**src/rtl/ssbs_pkg.sv**
```systemverilog
// ----------------------------------------------------------------------------
// ssbs_pkg
// Shared types, codes and segment tables for the seven-segment bar serializer.
// ----------------------------------------------------------------------------
package ssbs_pkg;

	localparam int SHIFT_BITS = 32;

	localparam logic [1:0] MODE_NUMBER = 2'd0;
	localparam logic [1:0] MODE_SINGLE = 2'd1;
	localparam logic [1:0] MODE_MASK   = 2'd2;

	localparam logic [7:0] POINT_DISP1 = 8'd1;
	localparam logic [7:0] POINT_DISP2 = 8'd2;
	localparam logic [7:0] POINT_DISP3 = 8'd3;

	localparam logic [SHIFT_BITS-1:0] POINT1_BIT = 32'h8000_0000;
	localparam logic [SHIFT_BITS-1:0] POINT2_BIT = 32'h0000_0800;
	localparam logic [SHIFT_BITS-1:0] POINT3_BIT = 32'h0000_8000;

	typedef logic [SHIFT_BITS-1:0] word_t;

	typedef struct packed {
		logic [1:0]  mode;
		logic [15:0] digit_value;
		logic [3:0]  bar_level;
		logic [7:0]  point_position;
		logic [3:0]  single_led;
		logic [7:0]  led_mask;
	} cmd_item_t;

	typedef struct packed {
		logic serial_data;
		logic latch_after;
	} ser_item_t;

	function automatic logic [15:0] seg_outer(input logic [3:0] d);
		case (d)
			4'd0: seg_outer = 16'h7007;
			4'd1: seg_outer = 16'h4001;
			4'd2: seg_outer = 16'h300B;
			4'd3: seg_outer = 16'h600B;
			4'd4: seg_outer = 16'h400D;
			4'd5: seg_outer = 16'h600E;
			4'd6: seg_outer = 16'h700E;
			4'd7: seg_outer = 16'h4003;
			4'd8: seg_outer = 16'h700F;
			4'd9: seg_outer = 16'h600F;
			default: seg_outer = 16'h0000;
		endcase
	endfunction

	function automatic logic [15:0] seg_middle(input logic [3:0] d);
		case (d)
			4'd0: seg_middle = 16'h0770;
			4'd1: seg_middle = 16'h0410;
			4'd2: seg_middle = 16'h03B0;
			4'd3: seg_middle = 16'h06B0;
			4'd4: seg_middle = 16'h04D0;
			4'd5: seg_middle = 16'h06E0;
			4'd6: seg_middle = 16'h07E0;
			4'd7: seg_middle = 16'h0430;
			4'd8: seg_middle = 16'h07F0;
			4'd9: seg_middle = 16'h06F0;
			default: seg_middle = 16'h0000;
		endcase
	endfunction

	function automatic word_t bar_fill(input logic [3:0] level);
		case (level)
			4'd0: bar_fill = 32'h0000_0000;
			4'd1: bar_fill = 32'h0100_0000;
			4'd2: bar_fill = 32'h0300_0000;
			4'd3: bar_fill = 32'h0700_0000;
			4'd4: bar_fill = 32'h0F00_0000;
			4'd5: bar_fill = 32'h0F80_0000;
			4'd6: bar_fill = 32'h0FC0_0000;
			4'd7: bar_fill = 32'h0FE0_0000;
			4'd8: bar_fill = 32'h0FF0_0000;
			default: bar_fill = 32'h0000_0000;
		endcase
	endfunction

	function automatic word_t bar_single(input logic [3:0] n);
		case (n)
			4'd1: bar_single = 32'h0100_0000;
			4'd2: bar_single = 32'h0200_0000;
			4'd3: bar_single = 32'h0400_0000;
			4'd4: bar_single = 32'h0800_0000;
			4'd5: bar_single = 32'h0080_0000;
			4'd6: bar_single = 32'h0040_0000;
			4'd7: bar_single = 32'h0020_0000;
			4'd8: bar_single = 32'h0010_0000;
			default: bar_single = 32'h0000_0000;
		endcase
	endfunction

	function automatic word_t bar_mask(input logic [7:0] m);
		word_t w;
		w = '0;
		for (int i = 0; i < 8; i++) begin
			if (m[i]) begin
				w = w | bar_single(4'(i + 1));
			end
		end
		return w;
	endfunction

endpackage

```
**src/rtl/ssbs_front.sv**
```systemverilog
// ----------------------------------------------------------------------------
// ssbs_front
// Command intake: classifies the mode and builds the 32-bit display word,
// splitting the number into decimal digits over a short pipeline.
// ----------------------------------------------------------------------------
module ssbs_front
	import ssbs_pkg::*;
(
	input  logic      clk,
	input  logic      arst_n,
	input  logic      cmd_valid,
	output logic      cmd_stall,
	input  cmd_item_t cmd,
	output logic      word_valid,
	input  logic      word_ready,
	output word_t     word
);

	logic adv;
	logic val_s1, val_s2, val_s3, val_s4, val_s5;

	word_t base_s1, base_s2, base_s3, base_s4, base_s5;
	logic  num_s1, num_s2, num_s3, num_s4, num_s5;
	logic [15:0] v_s1;
	logic [6:0]  quo_s1;
	logic [9:0]  r_s2, r_s3;
	logic [3:0]  h_s3, h_s4, h_s5;
	logic [6:0]  rem_s4, rem_s5;
	logic [3:0]  t_s5;

	word_t       base_in;
	logic [32:0] quo_prod;
	logic [15:0] kilo;
	logic [15:0] r_full;
	logic [15:0] h_prod;
	logic [9:0]  h_scaled;
	logic [9:0]  rem_full;
	logic [14:0] t_prod;
	logic [6:0]  t_scaled;
	logic [6:0]  u_full;
	logic [3:0]  u_dig;

	assign adv       = !val_s5 || word_ready;
	assign cmd_stall = !adv;

	always_comb begin
		base_in = '0;
		case (cmd.mode)
			MODE_NUMBER: begin
				if (cmd.point_position == POINT_DISP1) begin
					base_in = POINT1_BIT;
				end else if (cmd.point_position == POINT_DISP2) begin
					base_in = POINT2_BIT;
				end else if (cmd.point_position == POINT_DISP3) begin
					base_in = POINT3_BIT;
				end
				base_in = base_in | bar_fill(cmd.bar_level);
			end
			MODE_SINGLE: base_in = bar_single(cmd.single_led);
			MODE_MASK:   base_in = bar_mask(cmd.led_mask);
			default:     base_in = '0;
		endcase
	end

	assign quo_prod = {17'd0, cmd.digit_value} * 33'd67109;
	assign kilo     = {9'd0, quo_s1} * 16'd1000;
	assign r_full   = v_s1 - kilo;
	assign h_prod   = {6'd0, r_s2} * 16'd41;
	assign h_scaled = {6'd0, h_s3} * 10'd100;
	assign rem_full = r_s3 - h_scaled;
	assign t_prod   = {8'd0, rem_s4} * 15'd205;
	assign t_scaled = {3'd0, t_s5} * 7'd10;
	assign u_full   = rem_s5 - t_scaled;
	assign u_dig    = u_full[3:0];

	always_ff @(posedge clk or negedge arst_n) begin
		if (!arst_n) begin
			val_s1 <= 1'b0;
			val_s2 <= 1'b0;
			val_s3 <= 1'b0;
			val_s4 <= 1'b0;
			val_s5 <= 1'b0;
		end else if (adv) begin
			val_s1 <= cmd_valid && (cmd.mode == MODE_NUMBER || cmd.mode == MODE_SINGLE
				|| cmd.mode == MODE_MASK);
			val_s2 <= val_s1;
			val_s3 <= val_s2;
			val_s4 <= val_s3;
			val_s5 <= val_s4;
		end
	end

	always_ff @(posedge clk) begin
		if (adv) begin
			base_s1 <= base_in;
			num_s1  <= cmd.mode == MODE_NUMBER;
			v_s1    <= cmd.digit_value;
			quo_s1  <= quo_prod[32:26];
			base_s2 <= base_s1;
			num_s2  <= num_s1;
			r_s2    <= r_full[9:0];
			base_s3 <= base_s2;
			num_s3  <= num_s2;
			r_s3    <= r_s2;
			h_s3    <= h_prod[15:12];
			base_s4 <= base_s3;
			num_s4  <= num_s3;
			h_s4    <= h_s3;
			rem_s4  <= rem_full[6:0];
			base_s5 <= base_s4;
			num_s5  <= num_s4;
			h_s5    <= h_s4;
			rem_s5  <= rem_s4;
			t_s5    <= t_prod[14:11];
		end
	end

	assign word_valid = val_s5;
	assign word = num_s5
		? (base_s5 | {seg_outer(h_s5), 16'h0000} | {16'h0000, seg_middle(t_s5)}
			| {16'h0000, seg_outer(u_dig)})
		: base_s5;

	property p_hold_blocked;
		@(posedge clk) disable iff (!arst_n)
		val_s5 && !word_ready |=> val_s5 && $stable(word);
	endproperty
	a_hold_blocked: assert property (p_hold_blocked)
		else $error("front word changed while blocked");

endmodule

```
**src/rtl/ssbs_queue.sv**
```systemverilog
// ----------------------------------------------------------------------------
// ssbs_queue
// Small word queue between the command front and the bit shifter.
// ----------------------------------------------------------------------------
module ssbs_queue
	import ssbs_pkg::*;
#(
	parameter int DEPTH = 2
) (
	input  logic  clk,
	input  logic  arst_n,
	input  logic  push_valid,
	output logic  push_ready,
	input  word_t push_word,
	output logic  pop_valid,
	input  logic  pop_take,
	output word_t pop_word
);

	localparam int PTR_W = (DEPTH > 1) ? $clog2(DEPTH) : 1;
	localparam int CNT_W = $clog2(DEPTH + 1);
	localparam logic [PTR_W-1:0] PTR_LAST = PTR_W'(DEPTH - 1);
	localparam logic [CNT_W-1:0] CNT_FULL = CNT_W'(DEPTH);

	word_t            entry_q [DEPTH];
	logic [PTR_W-1:0] wr_ptr_q;
	logic [PTR_W-1:0] rd_ptr_q;
	logic [CNT_W-1:0] count_q;
	logic             push;
	logic             pop;

	assign push_ready = count_q != CNT_FULL;
	assign pop_valid  = count_q != '0;
	assign push       = push_valid && push_ready;
	assign pop        = pop_take && pop_valid;
	assign pop_word   = entry_q[rd_ptr_q];

	always_ff @(posedge clk or negedge arst_n) begin
		if (!arst_n) begin
			wr_ptr_q <= '0;
			rd_ptr_q <= '0;
			count_q  <= '0;
		end else begin
			if (push) begin
				wr_ptr_q <= (wr_ptr_q == PTR_LAST) ? '0 : wr_ptr_q + 1'b1;
			end
			if (pop) begin
				rd_ptr_q <= (rd_ptr_q == PTR_LAST) ? '0 : rd_ptr_q + 1'b1;
			end
			if (push && !pop) begin
				count_q <= count_q + 1'b1;
			end else if (pop && !push) begin
				count_q <= count_q - 1'b1;
			end
		end
	end

	always_ff @(posedge clk) begin
		if (push) begin
			entry_q[wr_ptr_q] <= push_word;
		end
	end

	property p_count_bound;
		@(posedge clk) disable iff (!arst_n)
		count_q <= CNT_FULL;
	endproperty
	a_count_bound: assert property (p_count_bound)
		else $error("queue count beyond depth");

	property p_no_underflow;
		@(posedge clk) disable iff (!arst_n)
		pop_take |-> count_q != '0;
	endproperty
	a_no_underflow: assert property (p_no_underflow)
		else $error("queue popped while empty");

endmodule

```
**src/rtl/ssbs_back.sv**
```systemverilog
// ----------------------------------------------------------------------------
// ssbs_back
// Bit shifter: sends each queued word LSB first, one transaction per bit,
// and marks the last bit for the latch.
// ----------------------------------------------------------------------------
module ssbs_back
	import ssbs_pkg::*;
(
	input  logic      clk,
	input  logic      arst_n,
	input  logic      word_valid,
	output logic      word_take,
	input  word_t     word,
	output logic      ser_valid,
	input  logic      ser_stall,
	output ser_item_t ser
);

	localparam int CNT_W = $clog2(SHIFT_BITS);
	localparam logic [CNT_W-1:0] CNT_LAST = CNT_W'(SHIFT_BITS - 1);

	logic             busy_q;
	logic [CNT_W-1:0] cnt_q;
	word_t            shift_q;
	logic             last;
	logic             load;

	assign last      = cnt_q == CNT_LAST;
	assign load      = word_valid && (!busy_q || (!ser_stall && last));
	assign word_take = load;

	always_ff @(posedge clk or negedge arst_n) begin
		if (!arst_n) begin
			busy_q <= 1'b0;
			cnt_q  <= '0;
		end else if (load) begin
			busy_q <= 1'b1;
			cnt_q  <= '0;
		end else if (busy_q && !ser_stall) begin
			if (last) begin
				busy_q <= 1'b0;
			end else begin
				cnt_q <= cnt_q + 1'b1;
			end
		end
	end

	always_ff @(posedge clk) begin
		if (load) begin
			shift_q <= word;
		end else if (busy_q && !ser_stall) begin
			shift_q <= {1'b0, shift_q[SHIFT_BITS-1:1]};
		end
	end

	assign ser_valid       = busy_q;
	assign ser.serial_data = shift_q[0];
	assign ser.latch_after = last;

	property p_word_continues;
		@(posedge clk) disable iff (!arst_n)
		busy_q && !ser_stall && !last |=> busy_q && cnt_q == $past(cnt_q) + 1'b1;
	endproperty
	a_word_continues: assert property (p_word_continues)
		else $error("bit sequence broken before latch");

	property p_load_only_free;
		@(posedge clk) disable iff (!arst_n)
		load |-> !busy_q || last;
	endproperty
	a_load_only_free: assert property (p_load_only_free)
		else $error("new word loaded mid-sequence");

endmodule

```
**src/rtl/seven_segment_bar_serializer.sv**
```systemverilog
// ----------------------------------------------------------------------------
// seven_segment_bar_serializer
// Builds a 32-bit shift-register word per command and sends it out serially.
// ----------------------------------------------------------------------------
// Each command yields 32 output transactions, one word bit each, LSB first;
// latch_after is high on the 32nd. The bit shifter sends one bit per clock
// while ser_stall is low, and loads the next queued word as the last bit of
// the current one goes out. A command passes the five-stage digit pipeline,
// the word queue and the bit shifter. Commands with mode 3 are taken and
// produce nothing. The word queue of QUEUE_DEPTH entries lets new commands
// enter while the current word is still being shifted out.
module seven_segment_bar_serializer
	import ssbs_pkg::*;
#(
	parameter int QUEUE_DEPTH = 2
) (
	input  logic      clk,
	input  logic      arst_n,
	input  logic      cmd_valid,
	output logic      cmd_stall,
	input  cmd_item_t cmd,
	output logic      ser_valid,
	input  logic      ser_stall,
	output ser_item_t ser
);

	logic  fr_valid;
	logic  fr_ready;
	word_t fr_word;
	logic  qu_valid;
	logic  qu_take;
	word_t qu_word;

	ssbs_front u_front (
		.clk       (clk),
		.arst_n    (arst_n),
		.cmd_valid (cmd_valid),
		.cmd_stall (cmd_stall),
		.cmd       (cmd),
		.word_valid(fr_valid),
		.word_ready(fr_ready),
		.word      (fr_word)
	);

	ssbs_queue #(
		.DEPTH(QUEUE_DEPTH)
	) u_queue (
		.clk       (clk),
		.arst_n    (arst_n),
		.push_valid(fr_valid),
		.push_ready(fr_ready),
		.push_word (fr_word),
		.pop_valid (qu_valid),
		.pop_take  (qu_take),
		.pop_word  (qu_word)
	);

	ssbs_back u_back (
		.clk       (clk),
		.arst_n    (arst_n),
		.word_valid(qu_valid),
		.word_take (qu_take),
		.word      (qu_word),
		.ser_valid (ser_valid),
		.ser_stall (ser_stall),
		.ser       (ser)
	);

endmodule
```
**config.mk**
```make
export PLATFORM = sky130hd
export DESIGN_NAME = seven_segment_bar_serializer
export DESIGN_NICKNAME = d
export VERILOG_FILES = /design/src/rtl/ssbs_pkg.sv /design/src/rtl/ssbs_front.sv /design/src/rtl/ssbs_queue.sv /design/src/rtl/ssbs_back.sv /design/src/rtl/seven_segment_bar_serializer.sv
export SDC_FILE = /design/constraint.sdc
export NUM_CORES = 1
export LEC_CHECK = 0
export ABC_AREA = 0
export CAP_MARGIN = 20
export CORE_MARGIN = 5
export CORE_UTILIZATION = 58
export CTS_CLUSTER_DIAMETER = 40
export DETAILED_ROUTE_END_ITERATION = 12
export DONT_BUFFER_PORTS = 1
export GPL_ROUTABILITY_DRIVEN = 0
export GPL_TIMING_DRIVEN = 0
export PLACE_DENSITY = 0.78
export SLEW_MARGIN = 15
export SYNTH_ARGS = -nofsm -noshare
export SYNTH_HDL_FRONTEND = slang
export SYNTH_HIERARCHICAL = 1
export SYNTH_SLANG_ARGS = --single-unit
```
**constraint.sdc**
```tcl
create_clock -name clk -period 11.44 [get_ports clk]
set_input_delay 1.716 -clock clk [delete_from_list [all_inputs] [get_ports clk]]
set_output_delay 1.716 -clock clk [all_outputs]
set_load 0.01 [all_outputs]
```
==> summary.md <==
| Metric | Value |
|---|---|
| Initial antenna violation count | `0` |
| Row cnt | `59` |
| Critical path class | `input port to flip-flop` |
| Top cells by area, synth | `edfxtp_1 (43%), ha_1 (20%), fa_1 (7.3%), inv_1 (3.8%), mux2_4 (2.9%)` |
| Gr ovfl total | `0` |
| Full die area | `29300 um2` |
| Share of synthesized flip-flops with an asynchronous set or reset | `6.10%` |
| Initial Utilization | `58.4%` |
| Post-Route Setup TNS | `0 ns` |
| DR WL/cell | `15.6 um` |
| Die H | `171 um` |
| Final WL | `23.9 mm` |
| Yosys warnings | `6` |
| Post-CTS sizing | `0` |
| Dpl ws | `4.91 ns` |
| Syn Inst Count | `1126` |
| Critical Path Start Type | `input port` |
| Post-synth EDFFs | `217` |
| Largest net degree at the start of global routing | `65` |
| Post-synthesis sequential area ratio | `47.7%` |
| IO Port Bufs | `0` |
| Vias post-DR | `8309` |
| CTS Buffer Depth | `3` |
| Min setup slack post-route | `5.32 ns` |
| Class of the worst hold path | `flip-flop to flip-flop` |
| Minimum clock period | `6.12 ns` |
| Ant. Diodes | `0` |
| Mapped Area | `15000 um2` |
| Vias in the first global route | `8547` |
| Mean post-synth cell area | `13.4 um2` |
| DRC viols | `0` |
| # IOs | `50` |
| CTS tree | `yes` |
| Measured slew at the worst slew-check pin | `0.786 ns` |
| Fillers | `1789` |
| Nets | `1507` |
| DR pass1 iterations | `5` |
| Final setup fails | `0` |
| Clock latency at the later pin of the worst-skew pair | `0.51 ns` |
| Unrepaired setup endpoints after global routing | `no` |
| Setup Fix Bufs, Post-CTS | `0` |
| Total GRT Usage | `16.7%` |
| Crit-path max FO | `6` |
| CTS Buf Count | `35` |
| H-tree depth | `2` |
| Synth Flop Type | `edfxtp_1` |
| Most frequent cells in the layout | `ha_1 (239), edfxtp_1 (217), inv_1 (154)` |
| Area Overhead vs Synth | `10.9%` |
| Critical Path RT | `11.69 ns` |
| ANT nets after route | `0` |
| Slew Limit Fails | `0` |
| TritonCTS Sinks | `246` |
| Clock tree root buffer cell | `clkbuf_16` |
| Worst Skew | `0.0185 ns` |
| Horiz. Die Dim | `171 um` |
| First-pass GRT wire length | `40.0 mm` |
| Setup crit end kind | `flip-flop` |
| Commonest non-fill, non-tap cell in the layout | `ha_1` |
| Post-detail-place hpwl | `17.5 mm` |
| Final Hold Vio Count | `0` |
| Vias per cell | `5.44` |
| Layout cells sized above 1 | `12.7%` |
| Cell variety after synth | `70` |
| Status | `finished, final reports clean` |
| #FFs+latches synth | `246` |
| Yosys top cell by area | `edfxtp_1` |
| Final period utilization | `53.5%` |
| Max-cap violations | `0` |
| CP Data Arrival Time | `6.36 ns` |
| Initial DRC count | `336` |
| Core area | `25800 um2` |
| Hold-fix buffers, CTS | `0` |
| Clock-pin transition on the worst setup and hold timing paths | `0.06 ns` |
| Max Freq | `164 MHz` |
| Share of the synthesized area in the top cell type | `43.3%` |
| Syn nets | `1466` |
| Slew margin rel. | `46.1%` |
synth_stat cells (all sizes together), types with 3 or more instances:
cell,number
ha,239
edfxtp,217
inv,155
mux2,64
fa,55
nand2,47
a21oi,40
nor2,30
xnor2,27
o21ai,26
and2,20
nand3,17
dfrtp,15
dfxtp,14
a21o,11
buf,11
mux2i,11
nor2b,11
o21a,11
nor3,9
xor2,8
and3,7
clkbuf,7
nand2b,6
nand4,6
a211oi,5
a31oi,4
nor3b,4
nor4,4
o22ai,4
a221o,3
a22oi,3
nand3b,3
o2bb2ai,3
o31ai,3
sequential cells by signal, indices dropped and copies added, names as in the netlist, 2 cells and up, named ones only:
| register | flops |
|---|---|
| u_front/t_s5 | 4 |
| u_front/rem_s4 | 7 |
| u_front/h_s3 | 4 |
| u_front/base_s4 | 11 |
| u_queue/entry_q | 64 |
| u_front/base_s3 | 11 |
| u_back/cnt_q | 5 |
| u_front/base_s1 | 11 |
| u_back/shift_q | 32 |
| u_front/r_s3 | 7 |
| u_front/base_s5 | 11 |
| u_front/quo_s1 | 7 |
| u_front/h_s5 | 4 |
| u_front/h_s4 | 4 |
| u_front/rem_s5 | 4 |
| u_front/v_s1 | 10 |
| u_front/base_s2 | 11 |
| u_front/r_s2 | 10 |
| u_queue/count_q | 2 |
routing by layer:
layer  up-vias  wire (um)  track usage [%]
met1      3991      10200             20.9
li1       4109          -                -
met5         -          0                0
met2       161      12200             30.0
met4         0        505             4.55
met3        48        943             3.07
cells by family after synthesis:
family / after synthesis / share of synthesized area [%]
AO/OA/AOI/OAI: 131 / 5.88
XOR/XNOR: 35 / 2.04
adder cells (fa/ha/maj): 294 / 27.2
buffers and inverters: 173 / 4.90
flip-flops: 246 / 47.7
multiplexers: 75 / 6.33
AND/OR/NAND/NOR: 172 / 5.98
through the flow:
stage	utilization, %	instances	instance area (um2)	hold WS [ns]
finish	64.8	1527	16700	0.407
global route	64.8	1527	16700	0.408
CTS	64.8	1527	16700	0.402
detailed placement	60.5	1465	15600	0.405
global placement	60.0	1461	15500	0.401
floorplan	-	1126	15000	0.400
final timing paths:
kind	start	end	slack [ns]	depth (start not counted)
worst max-delay path	cmd[37]	u_front/quo_s1[4]	5.32	16
worst min-delay path	u_front/base_s1[26]	u_front/base_s2[26]	0.41	0
worst max register to register	u_front/rem_s4[4]	flip-flop	6.75	18
worst min register to register	u_front/base_s1[26]	u_front/base_s2[26]	0.41	0
max in group asynchronous	arst_n	u_front/val_s3	10.45	0
min in group asynchronous	arst_n	u_back/ser_valid	0.91	0
critical path, stage by stage:
cell and delay, ns:
ha_1 0.19, fa_1 0.50, inv_1 0.06, fa_1 0.51
inv_1 0.06, fa_1 0.56, fa_1 0.42, ha_1 0.31
ha_1 0.33, nand4_1 0.10, nor4_1 0.37, nand2_1 0.10
nor4b_1 0.56, o2111a_1 0.34, o31a_1 0.19, nor2_1 0.06
area by class of cell:
class / instances / area (um2) / share of cell area (%)
plain buffers: 18 / 159 / 0.952
clock buffers: 43 / 916 / 5.49
clock inverters: 19 / 180 / 1.08
inverters: 155 / 582 / 3.49
multi-input cells: 707 / 7160 / 42.9
flip-flops and latches: 246 / 7170 / 43.0
well taps: 335 / 419 / 2.51
repair buffers: 4 / 103 / 0.615
Power is not shown: default switching activity piles up to over one toggle a cycle in this logic, so the estimate is an artifact.
